**src/rtl/core/ohlc_queue.sv**
```systemverilog
// ----------------------------------------------------------------------------
// ohlc_queue
// Two-entry queue between front and back; ready depends only on its count.
// ----------------------------------------------------------------------------
module ohlc_queue
#(
    parameter int WIDTH = 8
)
(
    input  logic             clk,
    input  logic             rst_n,
    input  logic             in_valid,
    output logic             in_ready,
    input  logic [WIDTH-1:0] in_data,
    output logic             out_valid,
    input  logic             out_ready,
    output logic [WIDTH-1:0] out_data
);

    logic [WIDTH-1:0] entry_reg [2];
    logic             wr_ptr_reg, rd_ptr_reg;
    logic [1:0]       count_reg, count_next;
    logic             push, pop;

    assign in_ready  = (count_reg != 2'd2);
    assign out_valid = (count_reg != 2'd0);
    assign out_data  = entry_reg[rd_ptr_reg];
    assign push      = in_valid && in_ready;
    assign pop       = out_valid && out_ready;

    always_comb
    begin
        count_next = count_reg;
        if (push && !pop)
            count_next = count_reg + 1'b1;
        else if (pop && !push)
            count_next = count_reg - 1'b1;
    end

    always_ff @(posedge clk or negedge rst_n)
    begin
        if (!rst_n)
        begin
            wr_ptr_reg <= 1'b0;
            rd_ptr_reg <= 1'b0;
            count_reg  <= 2'd0;
        end
        else
        begin
            count_reg <= count_next;
            if (push)
                wr_ptr_reg <= !wr_ptr_reg;
            if (pop)
                rd_ptr_reg <= !rd_ptr_reg;
        end
    end

    always_ff @(posedge clk)
    begin
        if (push)
            entry_reg[wr_ptr_reg] <= in_data;
    end

endmodule

```
**config.mk**
```make
export PLATFORM = sky130hd
export DESIGN_NAME = ohlc_queue
export DESIGN_NICKNAME = d
export VERILOG_FILES = /design/src/rtl/core/ohlc_queue.sv
export SDC_FILE = /design/constraint.sdc
export NUM_CORES = 1
export LEC_CHECK = 0
export ABC_AREA = 1
export BUFFER_PORTS_ARGS = -buffer_cell sky130_fd_sc_hd__buf_4
export CAP_MARGIN = 15
export CORE_UTILIZATION = 23
export CTS_CLUSTER_DIAMETER = 200
export DETAILED_ROUTE_END_ITERATION = 6
export PLACE_DENSITY = 0.5
export SYNTH_ARGS = -nofsm -noshare
export SYNTH_HDL_FRONTEND = slang
export SYNTH_SLANG_ARGS = --single-unit
```
**constraint.sdc**
```tcl
create_clock -name clk -period 1.4 [get_ports clk]
set_clock_uncertainty 0.1 [all_clocks]
set_input_delay 0.14 -clock clk [delete_from_list [all_inputs] [get_ports clk]]
set_output_delay 0.14 -clock clk [all_outputs]
set_load 0.005 [all_outputs]
```
Word level (Yosys, flattened, before mapping):

Memories as Yosys holds them, arrays and structs flattened.
Cells that the tools add are included.

* reduce and logical (&&, ||, !) cells: 10
* equal/unequal tests: 1
* div/mod/pow operators: 0
* multiply operators: 0
* mux-type cells: 4
* add/sub/neg operators: 2
* bitwise logic cells: 0
* shift-type cells: 0
* order comparisons: 0

Operators by type and width (number)
* $logic_and 1x1->1: 4
* $logic_not 1->1: 4
* $mux 2: 2
* $reduce_bool 2->1: 2
* $add 2x1->2 const B: 1
* $mux 1: 2
* $ne 2x2->1 const B: 1
* $sub 2x1->2 const B: 1

* word-level logic and storage cells: 21
* bits of input ports: 12
* memories: 1
* bits in read-only memories: 0
* bits in latches: 0
* bits in registers: 4
* memory bits (writable): 16
* output and inout port bits: 10

Memory list
* entry_reg: words 2, width 8, rd ports 1, clocked after memory_dff 0, write ports 1, RTL line 20 `logic [WIDTH-1:0] entry_reg [2];`

Logic depth before layout (Yosys ltp):

Gate-level depths: netlist (run 1).

* depth in word-level cells: 6
* depth in mapped cells: 10
* gate-level depth less buffers: 10

Worst setup path before layout (run 1):

Ideal clock, no wire load.

* path type: flip-flop to flip-flop
* start: register count_reg[0]
* end: memory entry_reg[0][0], enable pin
* library setup time: 0.370 ns
* path slack: -0.008 ns
* period minus slack after synthesis: 1.408 ns
* path buffers: 0
* data arrival time: 0.938 ns
* data required time: 0.930 ns
* cell stages (with the launch flop): 5
* cells stage by stage: dfrtp_1 inv_2 nand2_4 nand2_4 nor2_1

* cells in the longest elaborated chain, start to end: 4

Ends and longest elaborated chain
* from (decl): RTL line 22 `logic [1:0] count_reg, count_next;`
* from (signal assigned): RTL line 50 `count_reg <= count_next;`
* $ne 2x2->1: RTL line 25 `assign in_ready = (count_reg != 2'd2);`
* net in_ready: RTL line 13 `output logic in_ready,`
* $logic_and 1x1->1: RTL line 28 `assign push = in_valid && in_ready;`
* $mux 1: RTL line 60 `if (push)`
* $mux 1 (not written as such): RTL line 61 `entry_reg[wr_ptr_reg] <= in_data;`
* to (decl): RTL line 20

The timed path passes the listed nets, and every way through them passes these cells.

Final worst setup path (run 1):

* start: register rd_ptr_reg
* end: output port out_data[3]

* cells in the longest elaborated chain, start to end: 1

Ends and longest elaborated chain
* from (decl): RTL line 21 `logic wr_ptr_reg, rd_ptr_reg;`
* from (signal assigned): RTL line 54 `rd_ptr_reg <= !rd_ptr_reg;`
* $mem_v2 2x8
* to (decl): RTL line 17 `output logic [WIDTH-1:0] out_data`

Every way passes these cells.

==> results of run 1 <==
==> final timing paths <==
path	start	end	cells after the start
max	rd_ptr_reg$_DFFE_PN0P_	out_data[3]	4
min	rst_n	count_reg[1]$_DFFE_PN0P_	2
max reg2reg	count_reg[0]$_DFFE_PN0P_	count_reg[0]$_DFFE_PN0P_	7
min reg2reg	count_reg[1]$_DFFE_PN0P_	count_reg[1]$_DFFE_PN0P_	2
max in group asynchronous	rst_n	rd_ptr_reg$_DFFE_PN0P_	2
min in group clk	in_valid	wr_ptr_reg$_DFFE_PN0P_	4
==> layer usage <==
layer  track usage (%)  up-vias  wire length [microns]
li1                  -      308                      -
met1              10.8      295                    683
met2              15.7       16                    891
met3              2.07        2                     77
met4              7.62        0                     27
met5                 0        -                      0
==> per-stage QoR <==
| stage | utilization, % | power, mW | setup TNS (ns) | hold WS [ns] |
|---|---|---|---|---|
| after global routing | 39.6 | 2.74 | -0.376 | 0.0339 |
| after detailed placement | 31.3 | 1.84 | -0.0192 | -0.158 |
| after floorplan | - | 1.42 | -0.133 | -0.256 |
| after global placement | 31.3 | 1.81 | 0 | -0.157 |
| final | 39.6 | 2.52 | 0 | 0.0585 |
| after CTS | 35.8 | 2.20 | 0 | 0.0272 |
==> cell type report <==
class | count | share of cell area, %
Multi-Input combinational cell | 42 | 21.0
Inverter | 7 | 2.33
Clock inverter | 1 | 0.280
Sequential cell | 20 | 43.4
Tap cell | 46 | 4.29
Timing Repair Buffer | 40 | 27.1
Clock buffer | 3 | 1.68
==> cells in the final DEF, fill, tap and decap left out, types with 2 or more instances in the layout <==
| master | n |
|---|---|
| buf_4 | 20 |
| nand2_1 | 17 |
| edfxtp_1 | 16 |
| nand2_2 | 13 |
| dlygate4sd3_1 | 10 |
| buf_6 | 10 |
| inv_2 | 5 |
| nand2_4 | 4 |
| clkbuf_4 | 3 |
| dfrtp_1 | 3 |
| nor2_2 | 2 |
==> worst max-delay path, cell delays in order (launching register included) <==
cell,delay (ns)
dfrtp_2,0.47
buf_4,0.15
nand2_1,0.05
nand2_1,0.05
buf_4,0.13
==> what timing repair did <==
item / in CTS / in global routing
resized for setup: 4 / 32
hold endpoints to repair: 21 / 0
hold buffers: 10 / 0
setup endpoints to repair: 9 / 9
pin swaps: 0 / 13
setup buffers: 1 / 4
==> power by group through the flow <==
| stage | Sequential, mW | Clock, mW | Combinational, mW |
|---|---|---|---|
| floorplan | 0.902 | 0 | 0.515 |
| global route | 0.950 | 0.314 | 1.48 |
| CTS | 0.914 | 0.285 | 0.998 |
| global placement | 0.920 | 0 | 0.895 |
| finish | 0.926 | 0.272 | 1.32 |
| detailed placement | 0.924 | 0 | 0.912 |
==> kinds of logic (layout without fill, tap and decap cells) <==
family / after synthesis / after routing / synth area share (%)
xor gates and xnor gates: 2 / 2 / 3.03
adders and majority gates: 1 / 1 / 1.51
buffers and inverters: 8 / 51 / 4.54
DFF: 20 / 20 / 70.2
and+or+nand+nor: 39 / 39 / 20.7
==> flow_metrics.tcl, run 1 <==
set metrics [dict create \
    clock-sinks 20 \
    drt_iter0_drc 13 \
    synthTopCellsByCount "nand2_1, edfxtp_1, dfrtp_1, inv_1, inv_2" \
    worst_pin_slew_ns 0.154 \
    route.detailed.wl_per_inst_microns 10.6 \
    cts_root_buf "clkbuf_4" \
    cts.clk_slew.worst_paths_ns 0.11 \
    core_sq_um 3390 \
    cp-start-kind "register" \
    start_util_pct 24.4 \
    ys_ff_latch 20 \
    seqPwrFrac_pct 36.7 \
    leakage_nw 0.589 \
    fill_cells 328 \
    setup_ws_ns 0.0292 \
    hold_viol_final 0 \
    synth_nets 83 \
    yosysTopAreaCell "edfxtp_1" \
    worstSetupPathType "register to output pin" \
    cts_buffers 3 \
    dp_cells 140 \
    dieArea_sq_um 3840 \
    grt_max_degree 12 \
    yosys_warnings 0 \
    vdd_drop_max_mv 0.531 \
    post_drt_via_cell_ratio 3.91 \
    drc 0 \
    max_freq_mhz 729 \
    synth_edf_count 16 \
    ys_top_cells_by_area "edfxtp_1, nand2_1, dfrtp_1, nand2_4, xor2_2" \
    grt.total_usage_pct 9.59 \
    grt_pass1_vias 543 \
    power_switching_mw 0.886 \
    largest_register_ff_count 16 \
    yosysMostFrequentCell "nand2_1" \
    period_needed_ns 1.37 \
    cellPowerDensity_nw_per_um2 1880 \
    crit_arrival_ns 1.13 \
    p_comb_share_pct 52.5 \
    p_int_mw 1.63 \
    fp.dieW_microns 62.0 \
    synth_cell_types 14 \
    avgSynthCellArea_sq_um 11.8 \
    overflow 0 \
    io_buffers 21 \
    path_max_fanout 4 \
    grt_pass1_wl_microns 2440 \
    setup_violations 0 \
    outcome "completed" \
    syn_inst 70 \
    finalNetCount 127 \
    cts_tree "yes" \
    ant_nets 0 \
    htree_levels 1 \
    multi_input_area_sq_um 282 \
    grt_antenna_before_repair 0 \
    syn_to_final_growth_pct 62.2 \
    sw_frac_of_total_pct 35.2 \
    async_flop_share_pct 20.0 \
    netlist_area_sq_um 827 \
    maxCapViolCount 0 \
    drv_slew 0 \
    detailed_place.area_sq_um 1060 \
    synth_top_area_share_pct 58.1 \
    dr.pass1.iters 4 \
    cts_buffer_depth 2 \
    end_kind "output pin" \
    rows 21 \
    die_y_microns 62.0 \
    routed_wl_microns 1680 \
    layout.area.seq_sq_um 582 \
    drive_gt1_share_pct 55.8 \
    period_share_pct 97.9 \
    cp_data_required_time_ns 1.16 \
    n_antenna_cell 0 \
    hold_class "primary input to async pin" \
    maxSlewHeadroom_pct 89.7 \
    rsz0062_at_grt "true" \
    rrSetupSlack_ns 0.05 \
    vias 621 \
    ys_seq_area_share_pct 70.2 \
    fin_cells 159 \
    clock_latency_ns 0.29 \
    gp_congestion 0.646 \
    pwr-share-clk_pct 10.8 \
    hpwl_microns 1080 \
    design_area_sq_um 1340 \
    synth_ff_type "edfxtp_1" \
    pre_cts_ws_ns -0.0192 \
    io_pins 22 \
]
Power figures use the tool's default switching activity.
==> run 2: changes to the inputs <==
Clock period 1.4 ns to 1.2 ns, I/O delays scaled along.
==> run 2 against run 1 <==
Net effect:
- the run now ends with setup timing left
- first-iteration DRC count is 7.7% lower
- final cell count increased by 5.7%
- critical endpoint is now count_reg[1]$_DFFE_PN0P_
- clock power is 100% higher
==> flow_metrics.tcl, run 2 (synthesized netlist as in run 1, its figures left out) <==
set metrics [dict create \
    outcome "complete, but fails checks" \
    violations "setup timing" \
    crit_top_cell "inv_2" \
    clock-sinks 20 \
    cts_buffers 3 \
    cts_buffer_depth 2 \
    gp_congestion 0.628 \
    setup_violations 28 \
    wl_met2_microns 904 \
    maxCapViolCount 0 \
    hold_class "primary input to async pin" \
    drt_iter0_drc 12 \
    n_antenna_cell 0 \
    final_common_cell "buf_4" \
    topRoutingLayerUsed "met4" \
    cp-start-kind "register" \
    setup_ws_ns -0.184 \
    crit_arrival_ns 1.48 \
    grt_max_degree 13 \
    clock_latency_ns 0.30 \
    cts_tree "yes" \
    grt_pass1_wl_microns 2890 \
    cts.clk_slew.worst_paths_ns 0.11 \
    route.detailed.wl_per_inst_microns 10.4 \
    overflow 0 \
    crit_buf_inv 3 \
    dieArea_sq_um 3840 \
    vdd_drop_max_mv 1.21 \
    drive_gt1_share_pct 60.7 \
    met3_length_microns 90 \
    largest_register_ff_count 16 \
    grt_antenna_before_repair 0 \
    cp_cell_sequence "inv_2 -> nand2_4 -> nand2_4 -> inv_2 -> ha_4 -> inv_2 -> nand3_2 -> nand2_1 -> nand2_1" \
    ant_nets 0 \
    rsz0062_at_grt "true" \
    end_kind "register" \
    period_needed_ns 1.38 \
    grt.total_usage_pct 10.7 \
    hpwl_microns 1110 \
    drv_slew 0 \
    dr.pass1.iters 4 \
    critPathTopFamily "flip-flops" \
    grt_pass1_vias 657 \
    htree_levels 1 \
    post_drt_via_cell_ratio 3.89 \
    die_y_microns 62.0 \
    routed_wl_microns 1750 \
    max_freq_mhz 723 \
    worstSetupPathType "register to register" \
    wl_met1_microns 748 \
    final_cell_mix "buf_4, edfxtp_1, nand2_1, nand2_2, buf_6" \
    start_util_pct 24.4 \
    io_pins 22 \
    cp_data_required_time_ns 1.30 \
    critPathMaxStageDelay_ns 0.40 \
    hold_viol_final 0 \
    slowest_stage "dfrtp_1" \
    path_max_fanout 4 \
    finalNetCount 136 \
    core_sq_um 3390 \
    period_share_pct 115 \
    syn_to_final_growth_pct 80.2 \
    fp.dieW_microns 62.0 \
    fin_setup_tns_ns -3.73 \
    rows 21 \
    io_buffers 21 \
    cts_root_buf "clkbuf_4" \
    vias 654 \
    leakage_nw 0.661 \
    drc 0 \
    cellPowerDensity_nw_per_um2 2340 \
    power_mw 3.49 \
    worst_pin_slew_ns 0.174 \
    maxSlewHeadroom_pct 88.4 \
]
==> run 2: area by class of cell <==
cell class                      count  area [sq um]
Timing Repair Buffer               49           470
Clock inverter                      1          30.0
Tap cell                           46          57.6
Fill cell                         317          1900
Inverter                            7          31.3
Sequential cell                    20           582
Multi-Input combinational cell     42           297
Clock buffer                        3          22.5
==> run 2: timing repair <==
action | in CTS | in global routing
gates resized for setup | 23 | 14
gates cloned | 0 | 0
hold buffers | 10 | 0
hold endpoints to repair | 21 | 0
endpoints found under the setup margin | 28 | 29
setup buffers | 5 | 4
pin swaps | 11 | 2
==> run 2: power by group <==
group          switching, mW  leakage (nW)  internal, mW
Clock                  0.208        0.0279         0.337
Combinational          0.793         0.438          1.05
Sequential             0.123         0.195         0.972
==> run 2: stage by stage <==
step | worst slack, ns | instances | utilization (%) | cell area, sq um | hold slack (ns)
floorplan | -0.0964 | 70 | - | 850 | -0.276
global placement | -0.0906 | 146 | 34.0 | 1150 | -0.178
detailed placement | -0.114 | 146 | 34.0 | 1150 | -0.176
CTS | -0.169 | 165 | 41.9 | 1420 | 0.0257
global route | -0.240 | 168 | 44.0 | 1490 | 0.0363
finish | -0.184 | 168 | 44.0 | 1490 | 0.0447
==> run 2: layer usage <==
metal	track usage [%]	vias up
li1	-	330
met1	11.7	301
met2	19.3	21
met3	4.55	2
met4	1.90	0
met5	0	-
==> run 2: final timing paths <==
check	startpoint	end	slack, ns	depth (start not counted)
max in group asynchronous	rst_n	rd_ptr_reg$_DFFE_PN0P_	0.84	2
min reg2reg	rd_ptr_reg$_DFFE_PN0P_	rd_ptr_reg$_DFFE_PN0P_	0.48	2
max	count_reg[0]$_DFFE_PN0P_	count_reg[1]$_DFFE_PN0P_	-0.18	9
min in group clk	out_ready	rd_ptr_reg$_DFFE_PN0P_	0.12	5
max reg2reg	count_reg[0]$_DFFE_PN0P_	count_reg[1]$_DFFE_PN0P_	-0.18	9
min	rst_n	count_reg[1]$_DFFE_PN0P_	0.04	2
==> run 3: changes to the inputs <==
Settings changed: RECOVER_POWER from default to 50.
==> run 3 against run 2 <==
Net effect:
- the run still ends with setup timing left
- worst setup slack hardly changed
- power hardly changed
- sequential share of layout area is 0.098 points higher
- clock-buffer cell count stayed put
- critical path type unchanged
- largest cell class unchanged
==> flow_metrics.tcl, run 3 (synthesized netlist as in run 1, its figures left out) <==
set metrics [dict create \
    dp_cells 146 \
    clock_latency_ns 0.29 \
    dieArea_sq_um 3840 \
    cts_buffer_depth 2 \
    crit_top_cell "inv_2" \
    design_area_sq_um 1490 \
    rsz0062_at_grt "true" \
    setup_violations 28 \
    vdd_drop_max_mv 1.21 \
    routed_wl_microns 1740 \
    power_mw 3.48 \
    rows 21 \
    cts_root_buf "clkbuf_4" \
    cellPowerDensity_nw_per_um2 2340 \
    r2r_start "count_reg[0]$_DFFE_PN0P_" \
    cp-start-kind "register" \
    grt_antenna_before_repair 0 \
    clock-sinks 20 \
    ant_nets 0 \
    reg2reg_depth 9 \
    cp_data_required_time_ns 1.30 \
    syn_to_final_growth_pct 79.7 \
    final_common_cell "buf_4" \
    outcome "complete, but fails checks" \
    cts_buffers 3 \
    slowest_stage "dfrtp_1" \
    end_kind "register" \
    rrSetupSlack_ns -0.18 \
    drc 0 \
    final_cell_mix "buf_4, edfxtp_1, nand2_1, nand2_2, buf_6" \
    grt.total_usage_pct 10.7 \
    cts_tree "yes" \
    n_antenna_cell 0 \
    max_freq_mhz 723 \
    io_buffers 21 \
    critPathMaxStageDelay_ns 0.40 \
    die_y_microns 62.0 \
    start_util_pct 24.4 \
    fin_util_pct 43.9 \
    dr.pass1.iters 4 \
    period_share_pct 115 \
    cp_cell_sequence "inv_2 -> nand2_4 -> nand2_4 -> inv_2 -> ha_4 -> inv_2 -> nand3_2 -> nand2_1 -> nand2_1" \
    hold_viol_final 0 \
    drt_iter0_drc 12 \
    post_drt_via_cell_ratio 3.88 \
    hpwl_microns 1110 \
    pre_cts_ws_ns -0.114 \
    fin_setup_tns_ns -3.69 \
    period_needed_ns 1.38 \
    finalNetCount 136 \
    overflow 0 \
    violations "setup timing" \
    setup_ws_ns -0.183 \
    path_max_fanout 4 \
    worst_pin_slew_ns 0.264 \
    hold_class "primary input to async pin" \
    core_sq_um 3390 \
    crit_buf_inv 3 \
    drv_slew 0 \
    grt_pass1_vias 657 \
    grt_pass1_wl_microns 2890 \
    gp_congestion 0.628 \
    drive_gt1_share_pct 59.8 \
    largest_register_ff_count 16 \
    fp.dieW_microns 62.0 \
    htree_levels 1 \
    holdWs_ns 0.0886 \
    critPathTopFamily "flip-flops" \
    worstSetupPathType "register to register" \
    cts.clk_slew.worst_paths_ns 0.11 \
    crit_arrival_ns 1.48 \
    maxSlewHeadroom_pct 82.4 \
    vias 652 \
    fin_cells 168 \
    reg2reg_to "count_reg[1]$_DFFE_PN0P_" \
    grt_max_degree 13 \
    route.detailed.wl_per_inst_microns 10.4 \
    io_pins 22 \
    leakage_nw 0.657 \
    maxCapViolCount 0 \
    detailed_place.area_sq_um 1150 \
]
## run 3: power by group
group / switching, mW / total [mW] / internal, mW / leakage [nW]
Clock: 0.208 / 0.545 / 0.337 / 0.0279
Combinational: 0.793 / 1.84 / 1.05 / 0.433
Sequential: 0.123 / 1.09 / 0.972 / 0.195
## run 3: area by class of cell
type | instances | area, sq um
clock buffer | 3 | 22.5
tap | 46 | 57.6
timing repair buffer | 49 | 467
multi-input combinational | 42 | 297
fill | 319 | 1900
inverter | 7 | 31.3
clock inverter | 1 | 30.0
sequential | 20 | 582
## run 3: repair_timing
action | 4_1_cts | 5_1_grt
gates resized for setup | 23 | 14
pin swaps | 11 | 2
buffers inserted | 5 | 4
endpoints found under the setup margin | 28 | 29
hold endpoints to repair | 21 | 0
hold buffers | 10 | 0
## run 3: worst register-to-register path, delay by kind of cell (launching register included)
family,cells,cell delay [ns]
adder cells (fa/ha/maj),1,0.23
AND/OR/NAND/NOR,5,0.34
buffers and inverters,3,0.21
flip-flops,1,0.40
## run 3: metal layers
metal	track usage (%)	share of wire, %	up-vias
met4	1.90	0.52	0
met1	11.7	43	299
met2	19.3	51	21
met5	0	0	-
li1	-	-	330
met3	4.55	5.2	2
## run 3: worst max-delay path by stage
| stage | start | end | slack (ns) | cells past startpoint |
|---|---|---|---|---|
| floorplan | count_reg[0]$_DFFE_PN0P_ | count_reg[1]$_DFFE_PN0P_ | -0.1 | 9 |
| global placement | count_reg[0]$_DFFE_PN0P_ | count_reg[1]$_DFFE_PN0P_ | -0.09 | 9 |
| detailed placement | count_reg[0]$_DFFE_PN0P_ | count_reg[1]$_DFFE_PN0P_ | -0.11 | 9 |
| global route | count_reg[0]$_DFFE_PN0P_ | count_reg[1]$_DFFE_PN0P_ | -0.24 | 9 |
| CTS | rd_ptr_reg$_DFFE_PN0P_ | out_data[0] | -0.17 | 4 |
| finish | count_reg[0]$_DFFE_PN0P_ | count_reg[1]$_DFFE_PN0P_ | -0.18 | 9 |
