==> src/rtl/core/ohlc_pkg.sv <==
// ----------------------------------------------------------------------------
// ohlc_pkg
// Shared types, constants and bucket lookup functions for the OHLC bar
// compressor.
// ----------------------------------------------------------------------------
package ohlc_pkg;

    localparam int SEC_W       = 17;   // second of day
    localparam int DOW_W       = 3;
    localparam int DOM_W       = 5;
    localparam int VOL_W       = 48;
    localparam int OI_W        = 32;
    localparam int LEN_W       = 4;
    localparam int SPAN_W      = 12;   // minute bucket span in seconds
    localparam int RECIP_W     = 12;
    localparam int RECIP_SHIFT = 17;
    localparam int QSEC_W      = 11;   // second / span, at most 1439
    localparam int REM_W       = 13;   // remainder estimate, below 2 * 3600
    localparam int RANGE_MIN_W = 28;   // holds +/-99999999

    localparam logic [SEC_W-1:0] SECS_PER_DAY = 17'd86400;
    localparam logic [SEC_W-1:0] LAST_SECOND  = 17'd86399;
    localparam logic [DOW_W-1:0] DOW_SUNDAY   = 3'd7;
    localparam logic [DOM_W-1:0] DAYS_PER_WEEK = 5'd7;

    localparam int RANGE_HIGH_RESET = -99999999;
    localparam int RANGE_LOW_RESET  = 99999999;

    typedef enum logic [LEN_W-1:0] {
        LEN_1M    = 4'd0,
        LEN_5M    = 4'd1,
        LEN_10M   = 4'd2,
        LEN_15M   = 4'd3,
        LEN_30M   = 4'd4,
        LEN_60M   = 4'd5,
        LEN_DAY   = 4'd6,
        LEN_WEEK  = 4'd7,
        LEN_MONTH = 4'd8
    } bar_len_t;

    function automatic logic is_minute(input bar_len_t len);
        logic r;
        unique case (len) inside
            [LEN_1M:LEN_60M]: r = 1'b1;
            default: r = 1'b0;
        endcase
        return r;
    endfunction

    function automatic logic [SPAN_W-1:0] minute_span(input bar_len_t len);
        logic [SPAN_W-1:0] r;
        unique case (len)
            LEN_1M:  r = 12'd60;
            LEN_5M:  r = 12'd300;
            LEN_10M: r = 12'd600;
            LEN_15M: r = 12'd900;
            LEN_30M: r = 12'd1800;
            LEN_60M: r = 12'd3600;
            default: r = 12'd60;
        endcase
        return r;
    endfunction

    // floor(2^17 / span); quotient estimate is exact or one low
    function automatic logic [RECIP_W-1:0] minute_recip(input bar_len_t len);
        logic [RECIP_W-1:0] r;
        unique case (len)
            LEN_1M:  r = 12'd2184;
            LEN_5M:  r = 12'd436;
            LEN_10M: r = 12'd218;
            LEN_15M: r = 12'd145;
            LEN_30M: r = 12'd72;
            LEN_60M: r = 12'd36;
            default: r = 12'd2184;
        endcase
        return r;
    endfunction

endpackage

==> src/rtl/core/ohlc_if.sv <==


interface ohlc_sum_if
    import ohlc_pkg::*;
#(
    parameter int DAY_BITS   = 20,
    parameter int PRICE_BITS = 32
);
    logic                         valid;
    logic                         ready;
    logic [DAY_BITS-1:0]          out_day_index;
    logic [SEC_W-1:0]             out_second;
    logic signed [PRICE_BITS-1:0] out_open;
    logic signed [PRICE_BITS-1:0] out_high;
    logic signed [PRICE_BITS-1:0] out_low;
    logic signed [PRICE_BITS-1:0] out_close;
    logic [VOL_W-1:0]             out_volume;
    logic [OI_W-1:0]              out_open_interest;
    logic signed [PRICE_BITS-1:0] overall_high;
    logic signed [PRICE_BITS-1:0] overall_low;

    modport source (
        output valid, out_day_index, out_second, out_open, out_high, out_low,
               out_close, out_volume, out_open_interest, overall_high, overall_low,
        input  ready
    );
    modport sink (
        input  valid, out_day_index, out_second, out_open, out_high, out_low,
               out_close, out_volume, out_open_interest, overall_high, overall_low,
        output ready
    );
endinterface


==> src/rtl/core/ohlc_back.sv <==
// ----------------------------------------------------------------------------
// ohlc_back
// Holds the pending bar: merges or emits per job, keeps the overall range,
// and drives the result register.
// ----------------------------------------------------------------------------
module ohlc_back
    import ohlc_pkg::*;
#(
    parameter int DAY_BITS   = 20,
    parameter int PRICE_BITS = 32,
    localparam int KEY_W     = DAY_BITS + SEC_W,
    localparam int JOB_W     = 3 * KEY_W + DAY_BITS + SEC_W + 4 * PRICE_BITS
                               + VOL_W + OI_W + 1,
    localparam int RANGE_W   = (PRICE_BITS > RANGE_MIN_W) ? PRICE_BITS : RANGE_MIN_W
)
(
    input  logic             clk,
    input  logic             rst_n,
    input  logic             job_valid,
    output logic             job_ready,
    input  logic [JOB_W-1:0] job,
    ohlc_sum_if.source       summary
);

    typedef struct packed {
        logic signed [PRICE_BITS-1:0] open;
        logic signed [PRICE_BITS-1:0] high;
        logic signed [PRICE_BITS-1:0] low;
        logic signed [PRICE_BITS-1:0] close;
        logic [VOL_W-1:0]             volume;
        logic [OI_W-1:0]              interest;
        logic                         flush;
    } pay_t;

    typedef struct packed {
        logic [KEY_W-1:0]             key;
        logic [KEY_W-1:0]             bstart;
        logic [KEY_W-1:0]             bend;
        logic [DAY_BITS-1:0]          day;
        logic [SEC_W-1:0]             second;
        pay_t                         pay;
    } job_t;

    job_t j;
    assign j = job;

    // pending bar
    logic                         pend_valid_reg, pend_valid_next;
    logic [KEY_W-1:0]             start_reg, start_next, end_reg, end_next;
    logic [DAY_BITS-1:0]          day_reg, day_next;
    logic [SEC_W-1:0]             sec_reg, sec_next;
    logic signed [PRICE_BITS-1:0] open_reg, open_next, high_reg, high_next;
    logic signed [PRICE_BITS-1:0] low_reg, low_next, close_reg, close_next;
    logic [VOL_W-1:0]             vol_reg, vol_next;
    logic [OI_W-1:0]              oi_reg, oi_next;
    // overall range, wide enough for its reset values
    logic signed [RANGE_W-1:0]    rhigh_reg, rhigh_next, rlow_reg, rlow_next;
    // result register
    logic                         sum_valid_reg, sum_valid_next;

    logic                         in_bucket, merge, emit, out_free, fire;
    logic [VOL_W:0]               vol_sum;
    logic signed [RANGE_W-1:0]    high_ext, low_ext;

    assign in_bucket = (j.key >= start_reg) && (j.key < end_reg);
    assign merge     = pend_valid_reg && !j.pay.flush && in_bucket;
    assign emit      = pend_valid_reg && !merge;
    assign out_free  = !sum_valid_reg || summary.ready;
    assign job_ready = !emit || out_free;
    assign fire      = job_valid && job_ready;

    assign vol_sum  = {1'b0, vol_reg} + {1'b0, j.pay.volume};
    assign high_ext = RANGE_W'(high_reg);
    assign low_ext  = RANGE_W'(low_reg);

    always_comb
    begin
        pend_valid_next = pend_valid_reg;
        start_next      = start_reg;
        end_next        = end_reg;
        day_next        = day_reg;
        sec_next        = sec_reg;
        open_next       = open_reg;
        high_next       = high_reg;
        low_next        = low_reg;
        close_next      = close_reg;
        vol_next        = vol_reg;
        oi_next         = oi_reg;
        rhigh_next      = rhigh_reg;
        rlow_next       = rlow_reg;
        sum_valid_next  = sum_valid_reg && !summary.ready;

        if (fire)
        begin
            if (j.pay.flush)
            begin
                pend_valid_next = 1'b0;
            end
            else if (merge)
            begin
                // bars arrive newest first: open is overwritten, close kept
                open_next = j.pay.open;
                if (j.pay.high > high_reg)
                    high_next = j.pay.high;
                if (j.pay.low < low_reg)
                    low_next = j.pay.low;
                vol_next = vol_sum[VOL_W] ? {VOL_W{1'b1}} : vol_sum[VOL_W-1:0];
                if (j.pay.interest > oi_reg)
                    oi_next = j.pay.interest;
            end
            else
            begin
                pend_valid_next = 1'b1;
                start_next      = j.bstart;
                end_next        = j.bend;
                day_next        = j.day;
                sec_next        = j.second;
                open_next       = j.pay.open;
                high_next       = j.pay.high;
                low_next        = j.pay.low;
                close_next      = j.pay.close;
                vol_next        = j.pay.volume;
                oi_next         = j.pay.interest;
            end

            if (emit)
            begin
                sum_valid_next = 1'b1;
                if (high_ext > rhigh_reg)
                    rhigh_next = high_ext;
                if (low_ext < rlow_reg)
                    rlow_next = low_ext;
            end
        end
    end

    always_ff @(posedge clk or negedge rst_n)
    begin
        if (!rst_n)
        begin
            pend_valid_reg <= 1'b0;
            sum_valid_reg  <= 1'b0;
            rhigh_reg      <= RANGE_W'(RANGE_HIGH_RESET);
            rlow_reg       <= RANGE_W'(RANGE_LOW_RESET);
        end
        else
        begin
            pend_valid_reg <= pend_valid_next;
            sum_valid_reg  <= sum_valid_next;
            rhigh_reg      <= rhigh_next;
            rlow_reg       <= rlow_next;
        end
    end

    always_ff @(posedge clk)
    begin
        start_reg <= start_next;
        end_reg   <= end_next;
        day_reg   <= day_next;
        sec_reg   <= sec_next;
        open_reg  <= open_next;
        high_reg  <= high_next;
        low_reg   <= low_next;
        close_reg <= close_next;
        vol_reg   <= vol_next;
        oi_reg    <= oi_next;
    end

    // result payload, loaded from the bar being emitted
    logic [DAY_BITS-1:0]          out_day_reg;
    logic [SEC_W-1:0]             out_sec_reg;
    logic signed [PRICE_BITS-1:0] out_open_reg, out_high_reg, out_low_reg, out_close_reg;
    logic signed [PRICE_BITS-1:0] out_rhigh_reg, out_rlow_reg;
    logic [VOL_W-1:0]             out_vol_reg;
    logic [OI_W-1:0]              out_oi_reg;

    always_ff @(posedge clk)
    begin
        if (fire && emit)
        begin
            out_day_reg   <= day_reg;
            out_sec_reg   <= sec_reg;
            out_open_reg  <= open_reg;
            out_high_reg  <= high_reg;
            out_low_reg   <= low_reg;
            out_close_reg <= close_reg;
            out_vol_reg   <= vol_reg;
            out_oi_reg    <= oi_reg;
            out_rhigh_reg <= rhigh_next[PRICE_BITS-1:0];
            out_rlow_reg  <= rlow_next[PRICE_BITS-1:0];
        end
    end

    assign summary.valid             = sum_valid_reg;
    assign summary.out_day_index     = out_day_reg;
    assign summary.out_second        = out_sec_reg;
    assign summary.out_open          = out_open_reg;
    assign summary.out_high          = out_high_reg;
    assign summary.out_low           = out_low_reg;
    assign summary.out_close         = out_close_reg;
    assign summary.out_volume        = out_vol_reg;
    assign summary.out_open_interest = out_oi_reg;
    assign summary.overall_high      = out_rhigh_reg;
    assign summary.overall_low       = out_rlow_reg;

endmodule

==> src/flat_wrapper.sv <==
// flat-port wrapper written by rule: the top's interface ports become plain ports
module ohlc_back_flat import ohlc_pkg::*;
#(
    parameter int DAY_BITS   = 20,
    parameter int PRICE_BITS = 32,
    localparam int KEY_W     = DAY_BITS + SEC_W,
    localparam int JOB_W     = 3 * KEY_W + DAY_BITS + SEC_W + 4 * PRICE_BITS
                               + VOL_W + OI_W + 1,
    localparam int RANGE_W   = (PRICE_BITS > RANGE_MIN_W) ? PRICE_BITS : RANGE_MIN_W
)
  (clk, rst_n, job_valid, job_ready, job, summary_valid, summary_out_day_index, summary_out_second, summary_out_open, summary_out_high, summary_out_low, summary_out_close, summary_out_volume, summary_out_open_interest, summary_overall_high, summary_overall_low, summary_ready);
  ohlc_sum_if #(.DAY_BITS(DAY_BITS), .PRICE_BITS(PRICE_BITS)) summary_i ();
  input  logic clk;
  input  logic rst_n;
  input  logic job_valid;
  output logic job_ready;
  input  logic [JOB_W-1:0] job;
  output wire logic [$bits(summary_i.valid)-1:0] summary_valid;
  output wire logic [$bits(summary_i.out_day_index)-1:0] summary_out_day_index;
  output wire logic [$bits(summary_i.out_second)-1:0] summary_out_second;
  output wire logic [$bits(summary_i.out_open)-1:0] summary_out_open;
  output wire logic [$bits(summary_i.out_high)-1:0] summary_out_high;
  output wire logic [$bits(summary_i.out_low)-1:0] summary_out_low;
  output wire logic [$bits(summary_i.out_close)-1:0] summary_out_close;
  output wire logic [$bits(summary_i.out_volume)-1:0] summary_out_volume;
  output wire logic [$bits(summary_i.out_open_interest)-1:0] summary_out_open_interest;
  output wire logic [$bits(summary_i.overall_high)-1:0] summary_overall_high;
  output wire logic [$bits(summary_i.overall_low)-1:0] summary_overall_low;
  input wire logic [$bits(summary_i.ready)-1:0] summary_ready;
  assign summary_valid = summary_i.valid;
  assign summary_out_day_index = summary_i.out_day_index;
  assign summary_out_second = summary_i.out_second;
  assign summary_out_open = summary_i.out_open;
  assign summary_out_high = summary_i.out_high;
  assign summary_out_low = summary_i.out_low;
  assign summary_out_close = summary_i.out_close;
  assign summary_out_volume = summary_i.out_volume;
  assign summary_out_open_interest = summary_i.out_open_interest;
  assign summary_overall_high = summary_i.overall_high;
  assign summary_overall_low = summary_i.overall_low;
  assign summary_i.ready = summary_ready;
  ohlc_back #(.DAY_BITS(DAY_BITS), .PRICE_BITS(PRICE_BITS)) u_core (.clk(clk), .rst_n(rst_n), .job_valid(job_valid), .job_ready(job_ready), .job(job), .summary(summary_i));
endmodule
==> config.mk <==
export PLATFORM = sky130hd
export DESIGN_NAME = ohlc_back_flat
export DESIGN_NICKNAME = d
export VERILOG_FILES = /design/src/rtl/core/ohlc_pkg.sv /design/src/rtl/core/ohlc_if.sv /design/src/rtl/core/ohlc_back.sv /design/src/flat_wrapper.sv
export SDC_FILE = /design/constraint.sdc
export NUM_CORES = 1
export LEC_CHECK = 0
export BUFFER_PORTS_ARGS = -buffer_cell sky130_fd_sc_hd__buf_2
export CAP_MARGIN = 0
export CORE_AREA = 2 2 259 261
export CTS_CLUSTER_SIZE = 28
export DETAILED_ROUTE_END_ITERATION = 8
export DIE_AREA = 0 0 261 263
export PLACE_DENSITY = 0.7
export SKIP_LAST_GASP = 1
export SYNTH_ARGS = -nofsm -noshare
export SYNTH_HDL_FRONTEND = slang
export SYNTH_SLANG_ARGS = --single-unit
==> constraint.sdc <==
create_clock -name clk -period 17.2 [get_ports clk]
set_input_delay 1.72 -clock clk [delete_from_list [all_inputs] [get_ports clk]]
set_output_delay 1.72 -clock clk [all_outputs]
set_load 0.05 [all_outputs]
# ---- Word-level counts from Yosys, hierarchy flattened
# Index checks and enable logic that the tools add are counted.
dict set report op_classes {
  add_sub_neg 1
  n_lt_le_gt_ge 7
  n_eq_ne 4
  muxes 18
  bitwise 2
  reduce_logical 20
}
# cell n
set ops {}
lappend ops {{$mux W32} 12}
lappend ops {{$gt A32 B32 Y1} 3}
lappend ops {{$mux W48} 2}
lappend ops {{$lt A32 B32 Y1} 2}
lappend ops {{$add A48 B48 Y49} 1}
lappend ops {{$ge A37 B37 Y1} 1}
lappend ops {{$lt A37 B37 Y1} 1}
lappend ops {{$reduce_and A3 Y1} 4}
lappend ops {{$ne A2 B2 Y1 const B} 4}
lappend ops {{$logic_and A1 B1 Y1} 7}
lappend ops {{$logic_not A1 Y1} 5}
lappend ops {{$mux W1} 4}
lappend ops {{$reduce_and A2 Y1} 2}
lappend ops {{$logic_or A1 B1 Y1} 2}
lappend ops {{$not A1 Y1} 2}
dict set report totals {
  regBits 694
  inputBits 361
  out_inout_bits 311
  word_cells 76
}

# ---- Logic depth before layout (Yosys ltp)
# Gate-level depths: netlist of the first run.
dict set report logic_depth {
  ltp_word 9
  ltp_mapped 14
  depth_no_buf 13
}

# ---- Worst setup path after synthesis of the first run
# Ideal clock, no wire load.
dict set report synth_timing {
  path_kind {input -> register}
  from {in job[342]}
  to {reg u_core.out_rlow_reg[0] (netlist: u_core.summary.overall_low[0]) (data pin)}
  setup_ns 0.273
  t_arrival_ns 12.259
  t_required_ns 16.927
  path_slack_ns 4.667
  stages 10
  path_buffers 1
  cell_sequence {ha_1 > a21o_1 > a21o_1 > a2111oi_0 > a211oi_1 > o211a_1 > buf_2 > nor3_4 > o221ai_2 > mux2_1}
}
dict set report synth_via {
  elab_chain_len 9
  word_cells_on_any_way 11
  classes_between {2 x order compare; 2 x mux; 7 x reduce/logical}
}
# element line
set synth_lines {}
lappend synth_lines {{start: declaration} flat_wrapper.sv:17} ;# input logic [JOB_W-1:0] job;
lappend synth_lines {{$ge A37 B37 Y1 or $lt A37 B37 Y1 (tied branches)} ohlc_back.sv:65} ;# assign in_bucket = (j.key >= start_reg) && (j.key < end_reg);
lappend synth_lines {{$logic_and A1 B1 Y1 *} ohlc_back.sv:65}
lappend synth_lines {{$logic_and A1 B1 Y1 *} ohlc_back.sv:66} ;# assign merge = pend_valid_reg && !j.pay.flush && in_bucket;
lappend synth_lines {{$logic_not A1 Y1 *} ohlc_back.sv:67} ;# assign emit = pend_valid_reg && !merge;
lappend synth_lines {{$logic_and A1 B1 Y1 *} ohlc_back.sv:67}
lappend synth_lines {{$logic_not A1 Y1} ohlc_back.sv:69} ;# assign job_ready = !emit || out_free;
lappend synth_lines {{$logic_or A1 B1 Y1} ohlc_back.sv:69}
lappend synth_lines {{$logic_and A1 B1 Y1} ohlc_back.sv:70} ;# assign fire = job_valid && job_ready;
lappend synth_lines {{$mux W32 *} ohlc_back.sv:93} ;# if (fire)
lappend synth_lines {{net u_core.rlow_next[0]} ohlc_back.sv:57} ;# logic signed [RANGE_W-1:0] rhigh_reg, rhigh_next, rlow_reg, rlow_next;
lappend synth_lines {{end signal: assignment} ohlc_back.sv:190} ;# out_rlow_reg <= rlow_next[PRICE_BITS-1:0];
lappend synth_lines {{end: declaration} ohlc_back.sv:173} ;# logic signed [PRICE_BITS-1:0] out_rhigh_reg, out_rlow_reg;
# Mark *: on every way through the listed nets, which the timed path passes. The rest lies on a longest branch.
# A chain may end at the register's enable or synchronous reset.

# ---- Worst setup path in the final report of the first run
dict set report layout_timing {
  from {in job[342]}
  to {out job_ready}
}
dict set report layout_via {
  elab_chain_len 7
  word_cells_on_any_way 8
  classes_between {2 x order compare; 6 x reduce/logical}
}
# element line
set layout_lines {}
lappend layout_lines {{$ge A37 B37 Y1 or $lt A37 B37 Y1 (tied branches)} ohlc_back.sv:65}
lappend layout_lines {{$logic_and A1 B1 Y1 *} ohlc_back.sv:65}
lappend layout_lines {{$logic_and A1 B1 Y1 *} ohlc_back.sv:66}
lappend layout_lines {{$logic_not A1 Y1 *} ohlc_back.sv:67}
lappend layout_lines {{$logic_and A1 B1 Y1 *} ohlc_back.sv:67}
lappend layout_lines {{$logic_not A1 Y1 *} ohlc_back.sv:69}
lappend layout_lines {{$logic_or A1 B1 Y1 *} ohlc_back.sv:69}
lappend layout_lines {{end: declaration} flat_wrapper.sv:16} ;# output logic job_ready;
# Every way passes the cells marked *; elsewhere a longest branch is shown, timed or not.

==> results of run 1 <==
==> power by group <==
part           switching [mW]  leakage (nW)  internal, mW  total [mW]
Sequential             0.0624          6.59          2.11        2.18
Clock                   0.662          1.15         0.897        1.56
Combinational           0.688          8.78         0.308       0.996
==> worst reg2reg max path: cells and delay by family, from the launching register on <==
kind	cells	cell delay, ns
and+or+nand+nor	1	0.31
DFF	1	0.35
adders and majority gates	1	0.25
buffers and inverters	3	1.72
AOI/OAI and AO/OA	5	1.78
==> cell families (layout without fill, tap and decap cells) <==
| group | count (synthesis) | after routing | share of synthesized area (%) |
|---|---|---|---|
| AO/OA/AOI/OAI | 400 | 400 | 8.522 |
| buffers and inverters | 279 | 1065 | 3.557 |
| flip-flops | 694 | 694 | 67.78 |
| adder cells (fa/ha/maj) | 280 | 280 | 11.58 |
| AND/OR/NAND/NOR | 314 | 314 | 5.212 |
| other | 0 | 30 | 0 |
| multiplexers | 66 | 66 | 2.191 |
| XOR/XNOR | 40 | 40 | 1.156 |
==> routing by layer <==
metal	track usage, %	wire length [um]	up-vias
met2	38.17	39590	706
met5	0	177	-
met1	26.69	30250	9539
met4	12.09	3502	28
met3	7.298	6824	201
li1	-	-	9227
==> cell usage in the layout (no fill, tap or decap), drive strengths merged, types with 11 or more instances in the layout <==
| master | netlist | final |
|---|---|---|
| ha | 279 | 279 |
| o21a | 15 | 15 |
| nand4 | 49 | 49 |
| inv | 246 | 250 |
| dfrtp | 33 | 33 |
| diode | 0 | 30 |
| mux2i | 63 | 63 |
| o21ai | 52 | 52 |
| nand2 | 56 | 56 |
| clkbuf | 18 | 92 |
| and3 | 11 | 11 |
| dfstp | 33 | 33 |
| a21o | 98 | 98 |
| xor2 | 21 | 21 |
| buf | 15 | 682 |
| a21oi | 144 | 144 |
| nor3 | 16 | 16 |
| xnor2 | 19 | 19 |
| nand2b | 17 | 17 |
| clkinv | 0 | 31 |
| nor2b | 26 | 26 |
| nand3 | 30 | 30 |
| nor2 | 87 | 87 |
| edfxtp | 628 | 628 |
==> final cells by class <==
type                    count  area (um2)  area share [%]
repair buffers            682        3466           9.313
clock inverters            45       410.4           1.103
well taps                 864        1081           2.905
clock buffers              92        1971           5.295
multi-input cells        1100        8737           23.48
inverters                 246       924.6           2.485
flip-flops and latches    694       20550           55.22
diodes                     30       75.07          0.2017
==> metrics by stage <==
step / util, % / total power [mW] / hold WS [ns] / cells
after floorplan: - / 2.918 / 0.4003 / 2073
after global placement: 52.96 / 3.169 / 0.4001 / 3586
after detailed placement: 52.96 / 3.204 / 0.4045 / 3586
after CTS: 56.59 / 4.773 / 0.4157 / 3723
after global routing: 56.68 / 4.946 / 0.4214 / 3747
final: 56.71 / 4.732 / 0.4154 / 3753
==> path summary, 6_finish.rpt <==
check / startpoint / endpoint / slack (ns) / cells past startpoint
max: job[342] / job_ready / 10.81 / 9
min in group asynchronous: rst_n / u_core.rhigh_reg[14]$_DFF_PN0_ / 1.17 / 1
min reg2reg: u_core.open_reg[8]$_DFFE_PP_ / u_core.summary.out_open[8]$_DFFE_PP_ / 0.42 / 0
max reg2reg: u_core.start_reg[6]$_DFFE_PP_ / u_core.close_reg[11]$_DFFE_PP_ / 12.35 / 10
min: u_core.open_reg[8]$_DFFE_PP_ / u_core.summary.out_open[8]$_DFFE_PP_ / 0.42 / 0
max in group asynchronous: rst_n / u_core.rlow_reg[12]$_DFF_PN0_ / 14.90 / 2
==> flow_summary.ini, run 1 <==
[status]
status = finished, final reports clean

[floorplanning]
dieArea_mm2 = 0.06864
fp.dieH_um = 263
die_w_um = 261
core_mm2 = 0.06563
core.rowCount = 94
ioPinCount = 672
floorplan.initialDensity_pct = 46.20

[sta]
period_needed_ns = 6.387
skew_ns = 0.03558
tns_ns = 0
rsz0062_at_grt = false
relSlewSlack_pct = 27.18
fin_ws_ns = 10.81
fmax_mhz = 156.6
timing.final.crit_share_pct = 37.13
maxSlewViolCount = 0
finalSetupViolations = 0
worstMarginPinSlew_ns = 1.092
finalHoldViolations = 0

[global_routing]
grt-ovfl-total = 0
grt_pass1_wl_mm = 119.7
grt_start_max_net_pins = 158
antenna_found_initial = 44
grt_usage_pct = 23.04
grt_pass1_vias = 20760

[clocking]
tritoncts = built
cts_hold_buf = 0
clk_pin_slew_ns = 0.06
insertion_delay_ns = 0.62
postCtsResizedCells = 0
cts_setup_buffers = 0
cts_buffer_depth = 3
cts.sinks = 694
root_buffer = clkbuf_16
cts_htree_levels = 3
numCtsBuffers = 74

[synthesis]
synth-seq-cells = 694
yosysSeqAreaShare_pct = 67.78
yosysTopAreaCellShare_pct = 62.20
synth_nets = 2714
synth_area_mm2 = 0.03032
synth_edf_count = 628
yosysUniqueCellTypes = 68
synth_area_leaders = edfxtp_1, ha_1, inv_1
synth_common_cells = edfxtp_1, ha_1, inv_1
async_flop_share_pct = 9.510
yosys_warnings = 0
synth.avg_cell_area_um2 = 14.63
yosys.cell_count.top_type = edfxtp_1
netlist_instances = 2073
yosys.area.top_type = edfxtp_1
synthFlopType = edfxtp_1

[worst_setup_path]
crit_required_ns = 15.48
cp.arrival_ns = 4.67
critPathLaunchType = input port
cp_common_cell = buf_2
cp_max_fo = 55
cp_cell_sequence = buf_2, ha_1, a21o_1, a211oi_1, nand3_1, o31ai_1, o211a_4, or2_2, buf_2
path_buf_inv = 2
critPathMaxStageDelay_ns = 0.81
path_class = input port to primary output
slowest_stage = o211a_4
cpLargestDelayFamily = compound AO/OA/AOI/OAI gates
crit_path_end_kind = primary output

[finish]
n_fill_cell = 5316
drive_above_1_share_pct = 29.49
fin_area_mm2 = 0.03722
area_growth_pct = 22.75
fin_nets = 3439

[routing]
wl_per_cell_um = 21.41
drt_iter0_drc = 1447
routed_wl_mm = 80.35
routed_via_density = 5.249
ant_nets = 0
dr_total_vias = 19700
firstDrtPassIters = 5
detail_route.drc_violations = 0

[placement]
dpl.hpwl_mm = 60.37
dp_slack_ns = 10.81
dpl_cell_area_mm2 = 0.03476
portBuffers = 671
gp_congestion = 0.9360

[hold_path]
hp-class = flop to flop

[power_and_ir_drop]
cellLeakagePower_nw = 16.51
ir_drop_mv = 0.1119
cellPowerDensity_mw_per_mm2 = 127.1

[run]
drv_cap = 0
Note: power is estimated with default switching activity, not from simulation.
==> run 2: changes to the inputs <==
ABC_AREA = 1   (was not set)
CORE_AREA = 2 2 263 265   (was 2 2 259 261)
DIE_AREA = 0 0 265 267   (was 0 0 261 263)
PLACE_DENSITY = 0.73   (was 0.7)
clock period = 5.7 ns   (was 17.2 ns; I/O delays follow)
==> run 2 against run 1 <==
  * Core utilization increased by 0.49 points
  * Largest power group unchanged
  * Non-clock buffer count increased by 4
  * Global-route usage increased by 0.20 points
  * Die area increased by 3.1%
  * Critical path depth increased by 4
  * Critical path type is now flop to flop
  * Clock power increased to 3.1 times the previous value
  * Wire length increased by 5.0%
  * Combinational power increased to 3.1 times the previous value
  * Hold slack got worse by 0.30 ns
  * Sequential power increased to 3.0 times the previous value
  * Highest routed layer unchanged
  * First-iteration DRC count increased by 39%
  * Setup slack got worse by 9.2 ns
==> flow_summary.ini, run 2 <==
[sta]
finalSetupViolations = 0
timing.final.crit_share_pct = 71.93
rsz0062_at_grt = false
finalHoldViolations = 0
period_needed_ns = 4.100
worstMarginPinSlew_ns = 1.237
worst_hold_slack_ns = 0.1127
fmax_mhz = 243.9
maxSlewViolCount = 0
relSlewSlack_pct = 17.53
skew_ns = 0.02861

[clocking]
tritoncts = built
root_buffer = clkbuf_16
cts_setup_buffers = 0
insertion_delay_ns = 0.63
numCtsBuffers = 73
cts_buffer_depth = 3
clk_pin_slew_ns = 0.07
postCtsResizedCells = 0
cts_htree_levels = 3
cts.sinks = 694
cts_hold_buf = 0

[routing]
routed_wl_mm = 84.36
detail_route.drc_violations = 0
ant_nets = 0
drt_iter0_drc = 2006
routed_via_density = 5.142
firstDrtPassIters = 8
dr_total_vias = 22200
wl_per_cell_um = 19.54

[global_routing]
grt_pass1_wl_mm = 125.1
grt.busiest_layer = met2
grt_use_met1_pct = 28.75
grtUsageMet2_pct = 39.14
met3_usage_pct = 6.689
antenna_found_initial = 32
grt_usage_pct = 23.25
grt_start_max_net_pins = 202
grt-ovfl-total = 0
grt_pass1_vias = 21960

[worst_setup_path]
ff2ff_path_depth = 13
cp_max_fo = 201
path_class = flop to flop
startpoint = u_core.end_reg[36]$_DFFE_PP_
reg2reg_slack_ns = 1.60
crit_required_ns = 5.92
cp_common_cell = nand2_1
regToRegEndpoint = u_core.summary.overall_low[24]$_DFFE_PP_
cp_cell_sequence = inv_1, ha_1, nand2_1, inv_2, nand3_1, nor2_1, and3_1, nand2_1, nand3_2, buf_4, nand4_4, clkinvlp_4, buf_12
reg2reg_from = u_core.end_reg[36]$_DFFE_PP_
critPathLaunchType = flop
crit_path_end_kind = flop
endpoint = u_core.summary.overall_low[24]$_DFFE_PP_
cp.arrival_ns = 4.32
slowest_stage = buf_12
critPathMaxStageDelay_ns = 0.65

[synthesis]
yosys.area.top_type = edfxtp_1
yosys.cell_count.top_type = edfxtp_1
synth_area_leaders = edfxtp_1, ha_1, nand2_1
synth_top_family_by_area = adder cells
synth_area_mm2 = 0.03186
synth-seq-cells = 694
synthMuxAreaShare_pct = 0
synth_compound_gate_area_share_pct = 7.572
synth_nets = 3274
synth_common_cells = edfxtp_1, nand2_1, inv_1
synth.avg_cell_area_um2 = 12.10
synthFlopType = edfxtp_1
yosysTopAreaCellShare_pct = 59.20
yosysUniqueCellTypes = 50
async_flop_share_pct = 9.510
synth_xor_area_share_pct = 0.8523
synth_edf_count = 628
netlist_instances = 2633
yosys_warnings = 0
yosysSeqAreaShare_pct = 64.51
synth_adder_area_share_pct = 11.02
synthSimpleGateAreaFrac_pct = 10.65

[power_and_ir_drop]
ir_drop_mv = 0.3018
cellPowerDensity_mw_per_mm2 = 367.9
cellLeakagePower_nw = 17.03
p_total_mw = 14.31

[finish]
seq_area_mm2 = 0.02055
final_core_util_pct = 57.19
drive_above_1_share_pct = 26.03
layout_commonest_cell = buf_2
final_cell_mix = buf_2, edfxtp_1, nand2_1, inv_1, ha_1
n_fill_cell = 5596
area_growth_pct = 22.06
fin_nets = 4005
fin_area_mm2 = 0.03888
multi_input_area_mm2 = 0.009777

[floorplanning]
core.rowCount = 96
die_w_um = 265
floorplan.initialDensity_pct = 46.86
ioPinCount = 672
fp.dieH_um = 267
dieArea_mm2 = 0.07076
core_mm2 = 0.06799

[placement]
dpl.hpwl_mm = 64.01
dpl_cell_area_mm2 = 0.03642
gp_congestion = 0.9428
portBuffers = 671

[run]
drv_cap = 0

[hold_path]
hp-class = input port to flop

[status]
status = finished, final reports clean
-- run 2: cell types whose count changed after synthesis, moves of 49 or more --
| cell | before | now |
|---|---|---|
| nand2_1 | 56 | 495 |
| inv_1 | 245 | 386 |
| a21o_1 | 98 | 7 |
| mux2i_1 | 63 | 0 |
| o21bai_1 | 9 | 72 |
| nor2_1 | 87 | 149 |
| o21ai_0 | 38 | 87 |
-- run 2: worst min-delay path by stage --
| stage | start | end | slack, ns | cells past startpoint |
|---|---|---|---|---|
| after floorplan | rst_n | u_core.pend_valid_reg$_DFFE_PN0P_ | 0.27 | 0 |
| after global placement | u_core.sec_reg[7]$_DFFE_PP_ | u_core.summary.out_second[7]$_DFFE_PP_ | 0.40 | 0 |
| after detailed placement | u_core.close_reg[18]$_DFFE_PP_ | u_core.summary.out_close[18]$_DFFE_PP_ | 0.40 | 0 |
| after CTS | job[295] | u_core.start_reg[12]$_DFFE_PP_ | 0.07 | 1 |
| after global routing | job[258] | u_core.end_reg[12]$_DFFE_PP_ | 0.07 | 1 |
| final | job[258] | u_core.end_reg[12]$_DFFE_PP_ | 0.11 | 1 |
-- run 2: layer usage --
layer / wire length [um] / vias to the layer above
met5: 173 / -
met4: 2411 / 28
met3: 6789 / 158
met2: 41080 / 807
met1: 33910 / 10590
li1: - / 10620
-- run 2: report_power, final --
group | total [mW] | internal [mW] | switching [mW]
Sequential | 6.48 | 6.29 | 0.188
Clock | 4.79 | 2.73 | 2.06
Combinational | 3.04 | 0.928 | 2.11
-- run 2: worst max-delay path, delay by kind of cell, from the launching register on --
family                     cells  cell delay, ns
buffers and inverters          5            1.42
DFF                            1            0.35
and+or+nand+nor                7            1.32
adders and majority gates      1            0.28
-- run 2: final cells by class --
class | count | share of cell area, %
well taps | 882 | 2.838
clock buffers | 86 | 4.955
clock inverters | 44 | 1.268
diodes | 17 | 0.1094
inverters | 393 | 3.810
flip-flops and latches | 694 | 52.85
multi-input cells | 1516 | 25.14
repair buffers | 686 | 9.023
-- run 2: metrics by stage --
stage               setup TNS, ns  setup slack (ns)  instances
CTS                             0             1.563       4301
global placement                0             1.288       4171
detailed placement              0             1.268       4171
finish                          0             1.600       4318
global route                    0             1.250       4316
floorplan                 -395.22            -1.279       2633
-- run 2: cells by family (layout without fill, tap and decap cells) --
group           after synthesis  count (layout)
other cells                   0              17
flops                       694             694
buf+inv                     423            1209
fa+ha+maj                   280             280
compound gates              405             405
simple gates                800             800
xor+xnor                     31              31
